File: src/hw/rtl/sfr_pkg.sv
// ----------------------------------------------------------------------------
// sfr_pkg - shared definitions for the serial frame receiver
// Holds the phase encoding, the result kind codes and the structs that pass
// between the top level and the step logic.
// ----------------------------------------------------------------------------
package sfr_pkg;

    // Width of the inter-byte gap timer.
    localparam int TIMER_BITS = 16;

    // Width of the timeout register.
    localparam int TIMEOUT_W = 16;

    // Comparison width covering both the timer and the timeout register.
    localparam int CMP_W = (TIMER_BITS > TIMEOUT_W) ? TIMER_BITS : TIMEOUT_W;

    localparam logic [TIMEOUT_W-1:0] TIMEOUT_RESET = TIMEOUT_W'(20);

    localparam logic [7:0] SYNC_BYTE = 8'hFF;

    // Input mode codes.
    localparam logic MODE_BYTE = 1'b0;
    localparam logic MODE_TICK = 1'b1;

    // Result kind codes.
    localparam logic [2:0] KIND_PAYLOAD = 3'd0;
    localparam logic [2:0] KIND_GOOD    = 3'd1;
    localparam logic [2:0] KIND_BADSUM  = 3'd2;
    localparam logic [2:0] KIND_ZEROLEN = 3'd3;
    localparam logic [2:0] KIND_TIMEOUT = 3'd4;

    typedef enum logic [2:0] {
        PH_HUNT0   = 3'd0,
        PH_HUNT1   = 3'd1,
        PH_LEN     = 3'd2,
        PH_PAYLOAD = 3'd3,
        PH_CHK     = 3'd4
    } phase_t;

    typedef struct packed {
        phase_t                phase;
        logic [7:0]            frame_length;
        logic [7:0]            byte_count;
        logic [7:0]            running_xor;
        logic [TIMER_BITS-1:0] gap_timer;
    } frame_state_t;

    typedef struct packed {
        logic       valid;
        logic [2:0] kind;
        logic [7:0] data;
        logic [7:0] index;
    } result_t;

endpackage

File: src/hw/rtl/sfr_step.sv
// ----------------------------------------------------------------------------
// sfr_step - deframer state update for one transaction
// Pure combinational logic: from the current frame state and one byte or
// tick it forms the next frame state and at most one result.
// ----------------------------------------------------------------------------
module sfr_step
    import sfr_pkg::*;
(
    input  frame_state_t          state_cur,
    input  logic                  mode,
    input  logic [7:0]            rx_byte,
    input  logic [TIMEOUT_W-1:0]  timeout_ticks,
    output frame_state_t          state_next,
    output result_t               result
);

    logic                  in_frame;
    logic [TIMER_BITS-1:0] timer_inc;
    logic [7:0]            count_inc;

    assign in_frame  = state_cur.phase inside {PH_LEN, PH_PAYLOAD, PH_CHK};
    assign timer_inc = (state_cur.gap_timer == {TIMER_BITS{1'b1}}) ?
                       state_cur.gap_timer : state_cur.gap_timer + 1'b1;
    assign count_inc = state_cur.byte_count + 8'd1;

    always_comb
    begin
        state_next = state_cur;
        result     = '0;

        if (mode == MODE_TICK)
        begin
            if (in_frame)
            begin
                if (CMP_W'(timer_inc) >= CMP_W'(timeout_ticks))
                begin
                    state_next.gap_timer = '0;
                    state_next.phase     = PH_HUNT0;
                    result.valid         = 1'b1;
                    result.kind          = KIND_TIMEOUT;
                end
                else
                begin
                    state_next.gap_timer = timer_inc;
                end
            end
        end
        else
        begin
            state_next.gap_timer = '0;
            case (state_cur.phase)
                PH_HUNT1:
                begin
                    state_next.phase = (rx_byte == SYNC_BYTE) ? PH_LEN : PH_HUNT0;
                end
                PH_LEN:
                begin
                    if (rx_byte == 8'd0)
                    begin
                        state_next.phase = PH_HUNT0;
                        result.valid     = 1'b1;
                        result.kind      = KIND_ZEROLEN;
                    end
                    else
                    begin
                        state_next.frame_length = rx_byte;
                        state_next.byte_count   = 8'd0;
                        state_next.running_xor  = 8'd0;
                        state_next.phase        = PH_PAYLOAD;
                    end
                end
                PH_PAYLOAD:
                begin
                    result.valid           = 1'b1;
                    result.kind            = KIND_PAYLOAD;
                    result.data            = rx_byte;
                    result.index           = state_cur.byte_count;
                    state_next.running_xor = state_cur.running_xor ^ rx_byte;
                    state_next.byte_count  = count_inc;
                    if (count_inc == state_cur.frame_length)
                    begin
                        state_next.phase = PH_CHK;
                    end
                end
                PH_CHK:
                begin
                    state_next.phase = PH_HUNT0;
                    result.valid     = 1'b1;
                    result.kind      = (rx_byte == state_cur.running_xor) ?
                                       KIND_GOOD : KIND_BADSUM;
                    result.data      = rx_byte;
                end
                default:
                begin
                    // First sync byte hunt, and any code outside the encoding.
                    state_next.phase = (rx_byte == SYNC_BYTE) ? PH_HUNT1 : PH_HUNT0;
                end
            endcase
        end
    end

endmodule

File: src/hw/rtl/serial_frame_receiver_xor.sv
// ----------------------------------------------------------------------------
// serial_frame_receiver_xor - sync, length, payload and XOR checksum deframer
// Datapath: an accepted transaction is held in the input register, the step
// logic forms its result, and the result register holds that result on the
// outputs; a result that is still waiting stalls the input register.
// Throughput: one transaction per cycle while no waiting result stalls it,
// set by the combinational state update between the two registers.
// Reset: rst_n is asynchronous and active low; it empties both registers,
// returns to the hunt for the first sync byte and sets the timeout to 20 ticks.
// ----------------------------------------------------------------------------
module serial_frame_receiver_xor
    import sfr_pkg::*;
(
    input  logic                 clk,
    input  logic                 rst_n,

    // Input channel: one received byte or one time tick per transaction.
    input  logic                 in_valid,
    output logic                 in_ready,
    input  logic                 mode,
    input  logic [7:0]           rx_byte,

    // Result channel.
    output logic                 out_valid,
    input  logic                 out_ready,
    output logic [2:0]           kind,
    output logic [7:0]           data,
    output logic [7:0]           index,

    // Timeout register write port.
    input  logic                 cfg_wr_en,
    input  logic [TIMEOUT_W-1:0] cfg_wr_data
);

    // Configuration register holding the allowed gap in ticks.
    logic [TIMEOUT_W-1:0] timeout_reg;

    // Input register stage.
    logic       s1_valid_reg;
    logic       s1_mode_reg;
    logic [7:0] s1_byte_reg;

    // Frame state, updated once per transaction leaving the input stage.
    frame_state_t state_reg;
    frame_state_t state_next;
    result_t      step_result;

    // Result register stage.
    logic       out_valid_reg;
    logic       out_valid_next;
    logic [2:0] kind_reg;
    logic [7:0] data_reg;
    logic [7:0] index_reg;

    logic out_free;
    logic s1_fire;
    logic res_load;

    // The step logic works on the transaction held in the input register.
    sfr_step u_step
    (
        .state_cur     (state_reg),
        .mode          (s1_mode_reg),
        .rx_byte       (s1_byte_reg),
        .timeout_ticks (timeout_reg),
        .state_next    (state_next),
        .result        (step_result)
    );

    // The result register can take a new result when it is empty or is
    // being emptied in this cycle.
    assign out_free = !out_valid_reg || out_ready;

    // A held transaction moves on when it yields no result, or when the
    // result register has room for the one it yields.
    assign s1_fire  = s1_valid_reg && (!step_result.valid || out_free);
    assign res_load = s1_fire && step_result.valid;

    // A new transaction is taken when the input register empties or is empty,
    // so it takes one transaction per cycle unless a waiting result stalls it.
    assign in_ready = !s1_valid_reg || s1_fire;

    always_comb
    begin
        if (res_load)
        begin
            out_valid_next = 1'b1;
        end
        else if (out_ready)
        begin
            out_valid_next = 1'b0;
        end
        else
        begin
            out_valid_next = out_valid_reg;
        end
    end

    // Control registers.
    always_ff @(posedge clk or negedge rst_n)
    begin
        if (!rst_n)
        begin
            timeout_reg   <= TIMEOUT_RESET;
            s1_valid_reg  <= 1'b0;
            out_valid_reg <= 1'b0;
            state_reg     <= '{phase: PH_HUNT0, default: '0};
        end
        else
        begin
            if (cfg_wr_en)
            begin
                timeout_reg <= cfg_wr_data;
            end
            if (in_ready)
            begin
                s1_valid_reg <= in_valid;
            end
            if (s1_fire)
            begin
                state_reg <= state_next;
            end
            out_valid_reg <= out_valid_next;
        end
    end

    // Payload registers need no reset.
    always_ff @(posedge clk)
    begin
        if (in_ready && in_valid)
        begin
            s1_mode_reg <= mode;
            s1_byte_reg <= rx_byte;
        end
        if (res_load)
        begin
            kind_reg  <= step_result.kind;
            data_reg  <= step_result.data;
            index_reg <= step_result.index;
        end
    end

    assign out_valid = out_valid_reg;
    assign kind      = kind_reg;
    assign data      = data_reg;
    assign index     = index_reg;

    // Any result other than a payload byte ends the frame.
    a_end_of_frame_hunts: assert property (@(posedge clk) disable iff (!rst_n)
        (res_load && step_result.kind != KIND_PAYLOAD) |=> (state_reg.phase == PH_HUNT0))
        else $error("frame did not return to sync hunt after a final result");

    // The gap timer only runs inside a frame.
    a_timer_idle_in_hunt: assert property (@(posedge clk) disable iff (!rst_n)
        (state_reg.phase == PH_HUNT0 || state_reg.phase == PH_HUNT1)
            |-> (state_reg.gap_timer == '0))
        else $error("gap timer non-zero while hunting for sync");

    // While payload is being read, the count has not yet reached the length.
    a_payload_count: assert property (@(posedge clk) disable iff (!rst_n)
        (state_reg.phase == PH_PAYLOAD) |-> (state_reg.byte_count != state_reg.frame_length))
        else $error("payload count reached frame length without leaving payload");

    // A result is never loaded over one that is still waiting.
    a_no_overwrite: assert property (@(posedge clk) disable iff (!rst_n)
        (out_valid_reg && !out_ready) |-> !res_load)
        else $error("result register overwritten while stalled");

endmodule
File: config.mk
export PLATFORM = sky130hd
export DESIGN_NAME = serial_frame_receiver_xor
export DESIGN_NICKNAME = d
export VERILOG_FILES = /design/src/hw/rtl/sfr_pkg.sv /design/src/hw/rtl/sfr_step.sv /design/src/hw/rtl/serial_frame_receiver_xor.sv
export SDC_FILE = /design/constraint.sdc
export NUM_CORES = 1
export LEC_CHECK = 0
export BUFFER_PORTS_ARGS = -buffer_cell sky130_fd_sc_hd__buf_4
export CAP_MARGIN = 20
export CORE_MARGIN = 4
export CORE_UTILIZATION = 25
export DETAILED_ROUTE_END_ITERATION = 12
export HOLD_SLACK_MARGIN = 0.05
export PLACE_DENSITY = 0.45
export SLEW_MARGIN = 10
export SYNTH_ARGS = -nofsm -noshare
export SYNTH_HDL_FRONTEND = slang
export SYNTH_HIERARCHICAL = 1
export SYNTH_SLANG_ARGS = --single-unit
File: constraint.sdc
create_clock -name clk -period 6.6 [get_ports clk]
set_input_delay 1.65 -clock clk [delete_from_list [all_inputs] [get_ports clk]]
set_output_delay 1.65 -clock clk [all_outputs]
set_load 0.02 [all_outputs]
==> results_dict.tcl, run 1 <==
set metrics [dict create \
    status "completed" \
    synth_area_um2 6300 \
    largest_reg_flops 43 \
    drive_above_1_share_pct 20.7 \
    cts_tree "built" \
    synthesis.nets 723 \
    drcViolationCount 0 \
    r2r_cells 15 \
    port-buffer-count 50 \
    routed_wl_mm 16.5 \
    power_w 0.00175 \
    rr_endpoint "state_reg[31]" \
    fin_crit_ns 5.82 \
    slew_violations 0 \
    seq_area_frac_synth_pct 37.6 \
    drt_iter0_drc 305 \
    viasPerCell 4.94 \
    cp-end-kind "output pin" \
    cts.sinks 89 \
    grt_use_met2_pct 18.5 \
    worst_ep_required_time_ns 4.95 \
    worst_slew_pin_slew_ns 0.856 \
    cts.repair.resized 0 \
    antenna_found_initial 0 \
    setup_violations 0 \
    synthDistinctLibCells 61 \
    dp_hpwl_mm 10.7 \
    p_leak_nw 2.87 \
    die_w_um 167 \
    die_area_um2 27800 \
    power_density_nw_per_um2 244 \
    clock_skew_ns 0.0119 \
    worstPathMaxFanout 9 \
    r2r_start "state_reg[5]" \
    grt-ovfl-total 0 \
    grt_use_total_pct 12.0 \
    cts_setup_buffers 0 \
    timing_worst_setup_path_type "flip-flop to output pin" \
    core_area_um2 24500 \
    arrival_ns 4.17 \
    clk_path_buf_depth 2 \
    hp-class "flip-flop to flip-flop" \
    setup.worst_path.end "in_ready" \
    clk_pin_slew_ns 0.06 \
    root_buffer "clkbuf_16" \
    fin_tns_setup_ns 0 \
    cts_max_level 3 \
    min_period_over_period_pct 88.2 \
    drtPass1Iterations 7 \
    worstSetupStartpoint "state_reg[5]" \
    synth_edf_count 28 \
    globalplace.congestion 0.776 \
    dp_cells 1005 \
    yosysWarnings 6 \
    max-vdd-ir-drop_mv 0.0836 \
    grt_util_met1_pct 17.6 \
    ys_ff_latch 89 \
    syn_inst 675 \
    rows 57 \
    clk_latency_ns 0.35 \
    cts_buffers 9 \
    rrSetupSlack_ns 1.33 \
    ys_async_sr_fraction_pct 68.5 \
    grt.busiest_layer "met2" \
    max_freq_mhz 172 \
    nFillCells 2624 \
    fin_nets 740 \
    crit_path_start_kind "flip-flop" \
    grt_pass1_wl_mm 27.5 \
    hold_buffers 0 \
    grt_util_met3_pct 1.45 \
    relSlewSlack_pct 42.9 \
    fin_cells 1021 \
    fp.dieH_um 167 \
    grt_pass1_vias 5025 \
    vias 5041 \
    num_antenna_cells 0 \
    hold_viol_final 0 \
    synth_ff_type "dfrtp_1" \
    wl_per_cell_um 16.1 \
    cap_violations 0 \
    syn_area_per_cell_um2 9.33 \
    antenna_left 0 \
    rsz0062_at_grt "no" \
    grt_max_degree 89 \
    top_level_ports 51 \
    syn_to_final_growth_pct 13.5 \
    start_util_pct 25.7 \
]
area by class of cell:
cell class	count	area, µm²	share of cell area (%)
Clock inverter	5	32.5	0.455
Sequential cell	89	2370	33.2
Clock buffer	11	233	3.26
Timing Repair Buffer	59	455	6.37
Inverter	25	93.8	1.31
Multi-Input combinational cell	508	3560	49.8
Tap cell	324	405	5.67
layer usage:
metal | part of all wire [%] | up-vias
met5 | 0 | -
met4 | 1.4 | 0
met3 | 2.9 | 12
met2 | 44 | 89
met1 | 51 | 2485
li1 | - | 2455
cell usage after synthesis, types with 10 or more instances:
master | number | share of area, %
nor2_1 | 45 | 2.7
o21ai_0 | 33 | 2.6
and2_1 | 16 | 1.6
a21oi_1 | 15 | 1.2
xor2_1 | 10 | 1.4
o211ai_2 | 40 | 7.9
dfrtp_1 | 59 | 23
edfxtp_1 | 28 | 13
nand2b_1 | 53 | 5.3
nand4b_1 | 43 | 6.0
nand2_1 | 84 | 5.0
ha_1 | 18 | 3.6
clkbuf_1 | 28 | 1.7
inv_1 | 25 | 1.5
xnor2_1 | 22 | 3.1
nand3_1 | 17 | 1.4
buf_2 | 18 | 1.4
mux2_2 | 20 | 3.6
worst min-delay path by stage:
stage / slack (ns) / cells past startpoint / startpoint / endpoint
4_1_cts: 0.52 / 1 / timeout_reg[3] / timeout_reg[3]
2_1_floorplan: 0.48 / 1 / timeout_reg[15] / timeout_reg[15]
5_1_grt: 0.53 / 1 / timeout_reg[1] / timeout_reg[1]
6_report: 0.51 / 1 / timeout_reg[3] / timeout_reg[3]
3_5_place_dp: 0.50 / 1 / timeout_reg[7] / timeout_reg[7]
3_3_place_gp: 0.49 / 1 / timeout_reg[1] / timeout_reg[1]
kinds of logic (layout without fill, tap and decap cells):
kind of cell	after synthesis	in the layout	synth area share (%)
AND/OR/NAND/NOR	302	302	26.8
AO/OA/AOI/OAI	132	132	17.5
flip-flops	89	89	37.6
buffers and inverters	78	100	5.88
XOR/XNOR	32	32	4.45
multiplexers	24	24	4.21
adder cells (fa/ha/maj)	18	18	3.58
through the flow:
step	hold slack, ns	setup WS [ns]	cell area (µm²)	util (%)
after global placement	0.494	1.22	6880	28.1
after CTS	0.516	0.749	7150	29.1
after floorplan	0.481	1.26	6300	-
after global routing	0.529	0.398	7150	29.1
final	0.511	0.779	7150	29.1
after detailed placement	0.498	1.15	6880	28.1
worst max-delay path, cell delays in order (launching register included):
cell and delay [ns]:
dfrtp_1 0.50, and4_4 0.31, nand4_4 0.16, or3_1 0.54, nand3_1 0.25, o21a_1 0.19
ha_1 0.24, a211o_1 0.30, a21oi_1 0.11, o21ai_0 0.13, a211oi_2 0.43, nand2_1 0.20
o21a_1 0.20, nand3_1 0.11, buf_4 0.16
cell usage in the layout (no fill, tap or decap), types with 22 or more instances in the layout:
master	instances
nand2b_1	53
nor2_1	45
inv_1	25
o211ai_2	40
nand2_1	84
edfxtp_1	28
nand4b_1	43
xnor2_1	22
dfrtp_1	58
o21ai_0	33
buf_4	58
power by group:
part	internal, W	switching, W	leakage (nW)	total, W
Combinational	0.000222	0.000266	1.70	0.000488
Sequential	0.000650	0.000130	1.05	0.000780
Clock	0.000255	0.000225	0.123	0.000479
(Power assumes the default switching activity.)
==> run 2, diff against run 1 <==
==> constraint.sdc (replaced) <==
create_clock -name clk -period 6.6 [get_ports clk]
set_input_delay 0.66 -clock clk [delete_from_list [all_inputs] [get_ports clk]]
set_output_delay 0.66 -clock clk [all_outputs]
set_load 0.02 [all_outputs]
==> run 2 against run 1 <==
  * Wire length fell by 0.50%
  * Worst hold slack lost 0.10 ns
  * Fmax grew 12%
  * Sequential power up 0.9%
  * Non-clock buffer count is 1 higher
  * Global-route usage about the same
  * Via count shrank 0.26%
  * Cell count about the same
  * Sequential share of layout area decreased by 0.21 points
  * Critical path depth is 1 higher
==> results_dict.tcl, run 2 (same netlist as run 1, synthesis figures left out) <==
set metrics [dict create \
    status "completed" \
    start_util_pct 25.7 \
    clk_latency_ns 0.36 \
    cts.sinks 89 \
    rows 57 \
    power_density_nw_per_um2 252 \
    hold_buffers 0 \
    clock_skew_ns 0.0110 \
    fp.dieH_um 167 \
    layout_commonest_cell "nand2_1" \
    crit_path_start_kind "flip-flop" \
    wl_per_cell_um 16.0 \
    cts_setup_buffers 0 \
    largest_reg_flops 43 \
    root_buffer "clkbuf_16" \
    routed_wl_mm 16.4 \
    cts.repair.resized 0 \
    worstSetupStartpoint "state_reg[0]" \
    drtPass1Iterations 5 \
    grt_pass1_wl_mm 27.5 \
    grt-ovfl-total 0 \
    relSlewSlack_pct 31.0 \
    drt_iter0_drc 304 \
    nFillCells 2648 \
    globalplace.congestion 0.774 \
    arrival_ns 4.53 \
    num_antenna_cells 0 \
    rsz0062_at_grt "no" \
    fin_tns_setup_ns 0 \
    dr_wl_met2_mm 7.43 \
    top_level_ports 51 \
    pre_cts_ws_ns 1.76 \
    cp-end-kind "output pin" \
    core_area_um2 24500 \
    final_cell_mix "nand2_1 (84), buf_4 (59), dfrtp_1 (58)" \
    syn_to_final_growth_pct 14.2 \
    grt_max_degree 74 \
    clk_path_buf_depth 2 \
    hp-class "input pin to async pin" \
    max-vdd-ir-drop_mv 0.0834 \
    die_area_um2 27800 \
    dp_cells 1006 \
    setup_violations 0 \
    dp_hpwl_mm 10.8 \
    setup_ws_ns 1.41 \
    fin_cells 1022 \
    timing_worst_setup_path_type "flip-flop to output pin" \
    drcViolationCount 0 \
    vias 5028 \
    r2r_start "state_reg[0]" \
    worst_ep_required_time_ns 5.94 \
    antenna_left 0 \
    max_freq_mhz 193 \
    worst_slew_pin_slew_ns 1.04 \
    die_w_um 167 \
    viasPerCell 4.92 \
    worstPathMaxFanout 16 \
    cap_violations 0 \
    clk_pin_slew_ns 0.07 \
    power_w 0.00181 \
    cts_max_level 3 \
    cts_buffers 9 \
    drive_above_1_share_pct 21.1 \
    dr_wl_met3_um 652 \
    drt-met1-wl_mm 8.12 \
    antenna_found_initial 0 \
    whs_ns 0.408 \
    port-buffer-count 50 \
    p_leak_nw 2.90 \
    hold_viol_final 0 \
    grt_use_total_pct 12.1 \
    min_period_over_period_pct 78.6 \
    fin_crit_ns 5.19 \
    cts_tree "built" \
    slew_violations 0 \
    grt_pass1_vias 5040 \
    fin_nets 741 \
    highest_layer "met4" \
]
## run 2: through the flow
| stage | area, µm² | util, % |
|---|---|---|
| after floorplan | 6300 | - |
| after global placement | 6890 | 28.1 |
| after detailed placement | 6890 | 28.1 |
| after CTS | 7190 | 29.3 |
| after global routing | 7190 | 29.3 |
| final | 7190 | 29.3 |
## run 2: path summary, 6_finish.rpt
kind,to,slack [ns],depth (start not counted)
setup / recovery,in_ready,1.41,15
hold / removal,timeout_reg[12],0.41,1
setup reg to reg,s1_byte_reg[7],1.79,16
hold reg to reg,timeout_reg[11],0.51,1
max in group asynchronous,s1_valid_reg,5.58,1
min in group clk,s1_byte_reg[6],0.48,1
## run 2: per-layer routing
metal / global-route usage (%) / up-vias
met5: 0 / -
met4: 3.34 / 0
met3: 2.32 / 14
met2: 18.7 / 99
met1: 17.2 / 2464
li1: - / 2451
## run 2: critical path: stages (launching register included)
cell	delay [ns]
dfrtp_1	0.44
ha_1	0.29
nand3_1	0.28
or3_1	0.54
nand3_1	0.25
nor2_1	0.08
xor2_1	0.14
ha_1	0.30
o21ai_0	0.08
a2111oi_0	0.48
a211oi_2	0.23
nand2_1	0.17
o21a_1	0.31
buf_4	0.29
nand3_1	0.11
buf_4	0.18
## run 2: where the power goes
part | leakage [nW] | internal, W | switching [W] | total [W]
clock network | 0.148 | 0.000300 | 0.000248 | 0.000548
registers | 1.05 | 0.000649 | 0.000138 | 0.000787
logic | 1.70 | 0.000223 | 0.000256 | 0.000480
## run 2: area by class of cell
| type | instances | area [µm²] | share of cell area, % |
|---|---|---|---|
| Clock inverter | 6 | 73.8 | 1.03 |
| Sequential cell | 89 | 2370 | 33.0 |
| Inverter | 25 | 93.8 | 1.30 |
| Tap cell | 324 | 405 | 5.63 |
| Multi-Input combinational cell | 508 | 3560 | 49.5 |
| Clock buffer | 10 | 229 | 3.18 |
| Timing Repair Buffer | 60 | 463 | 6.43 |
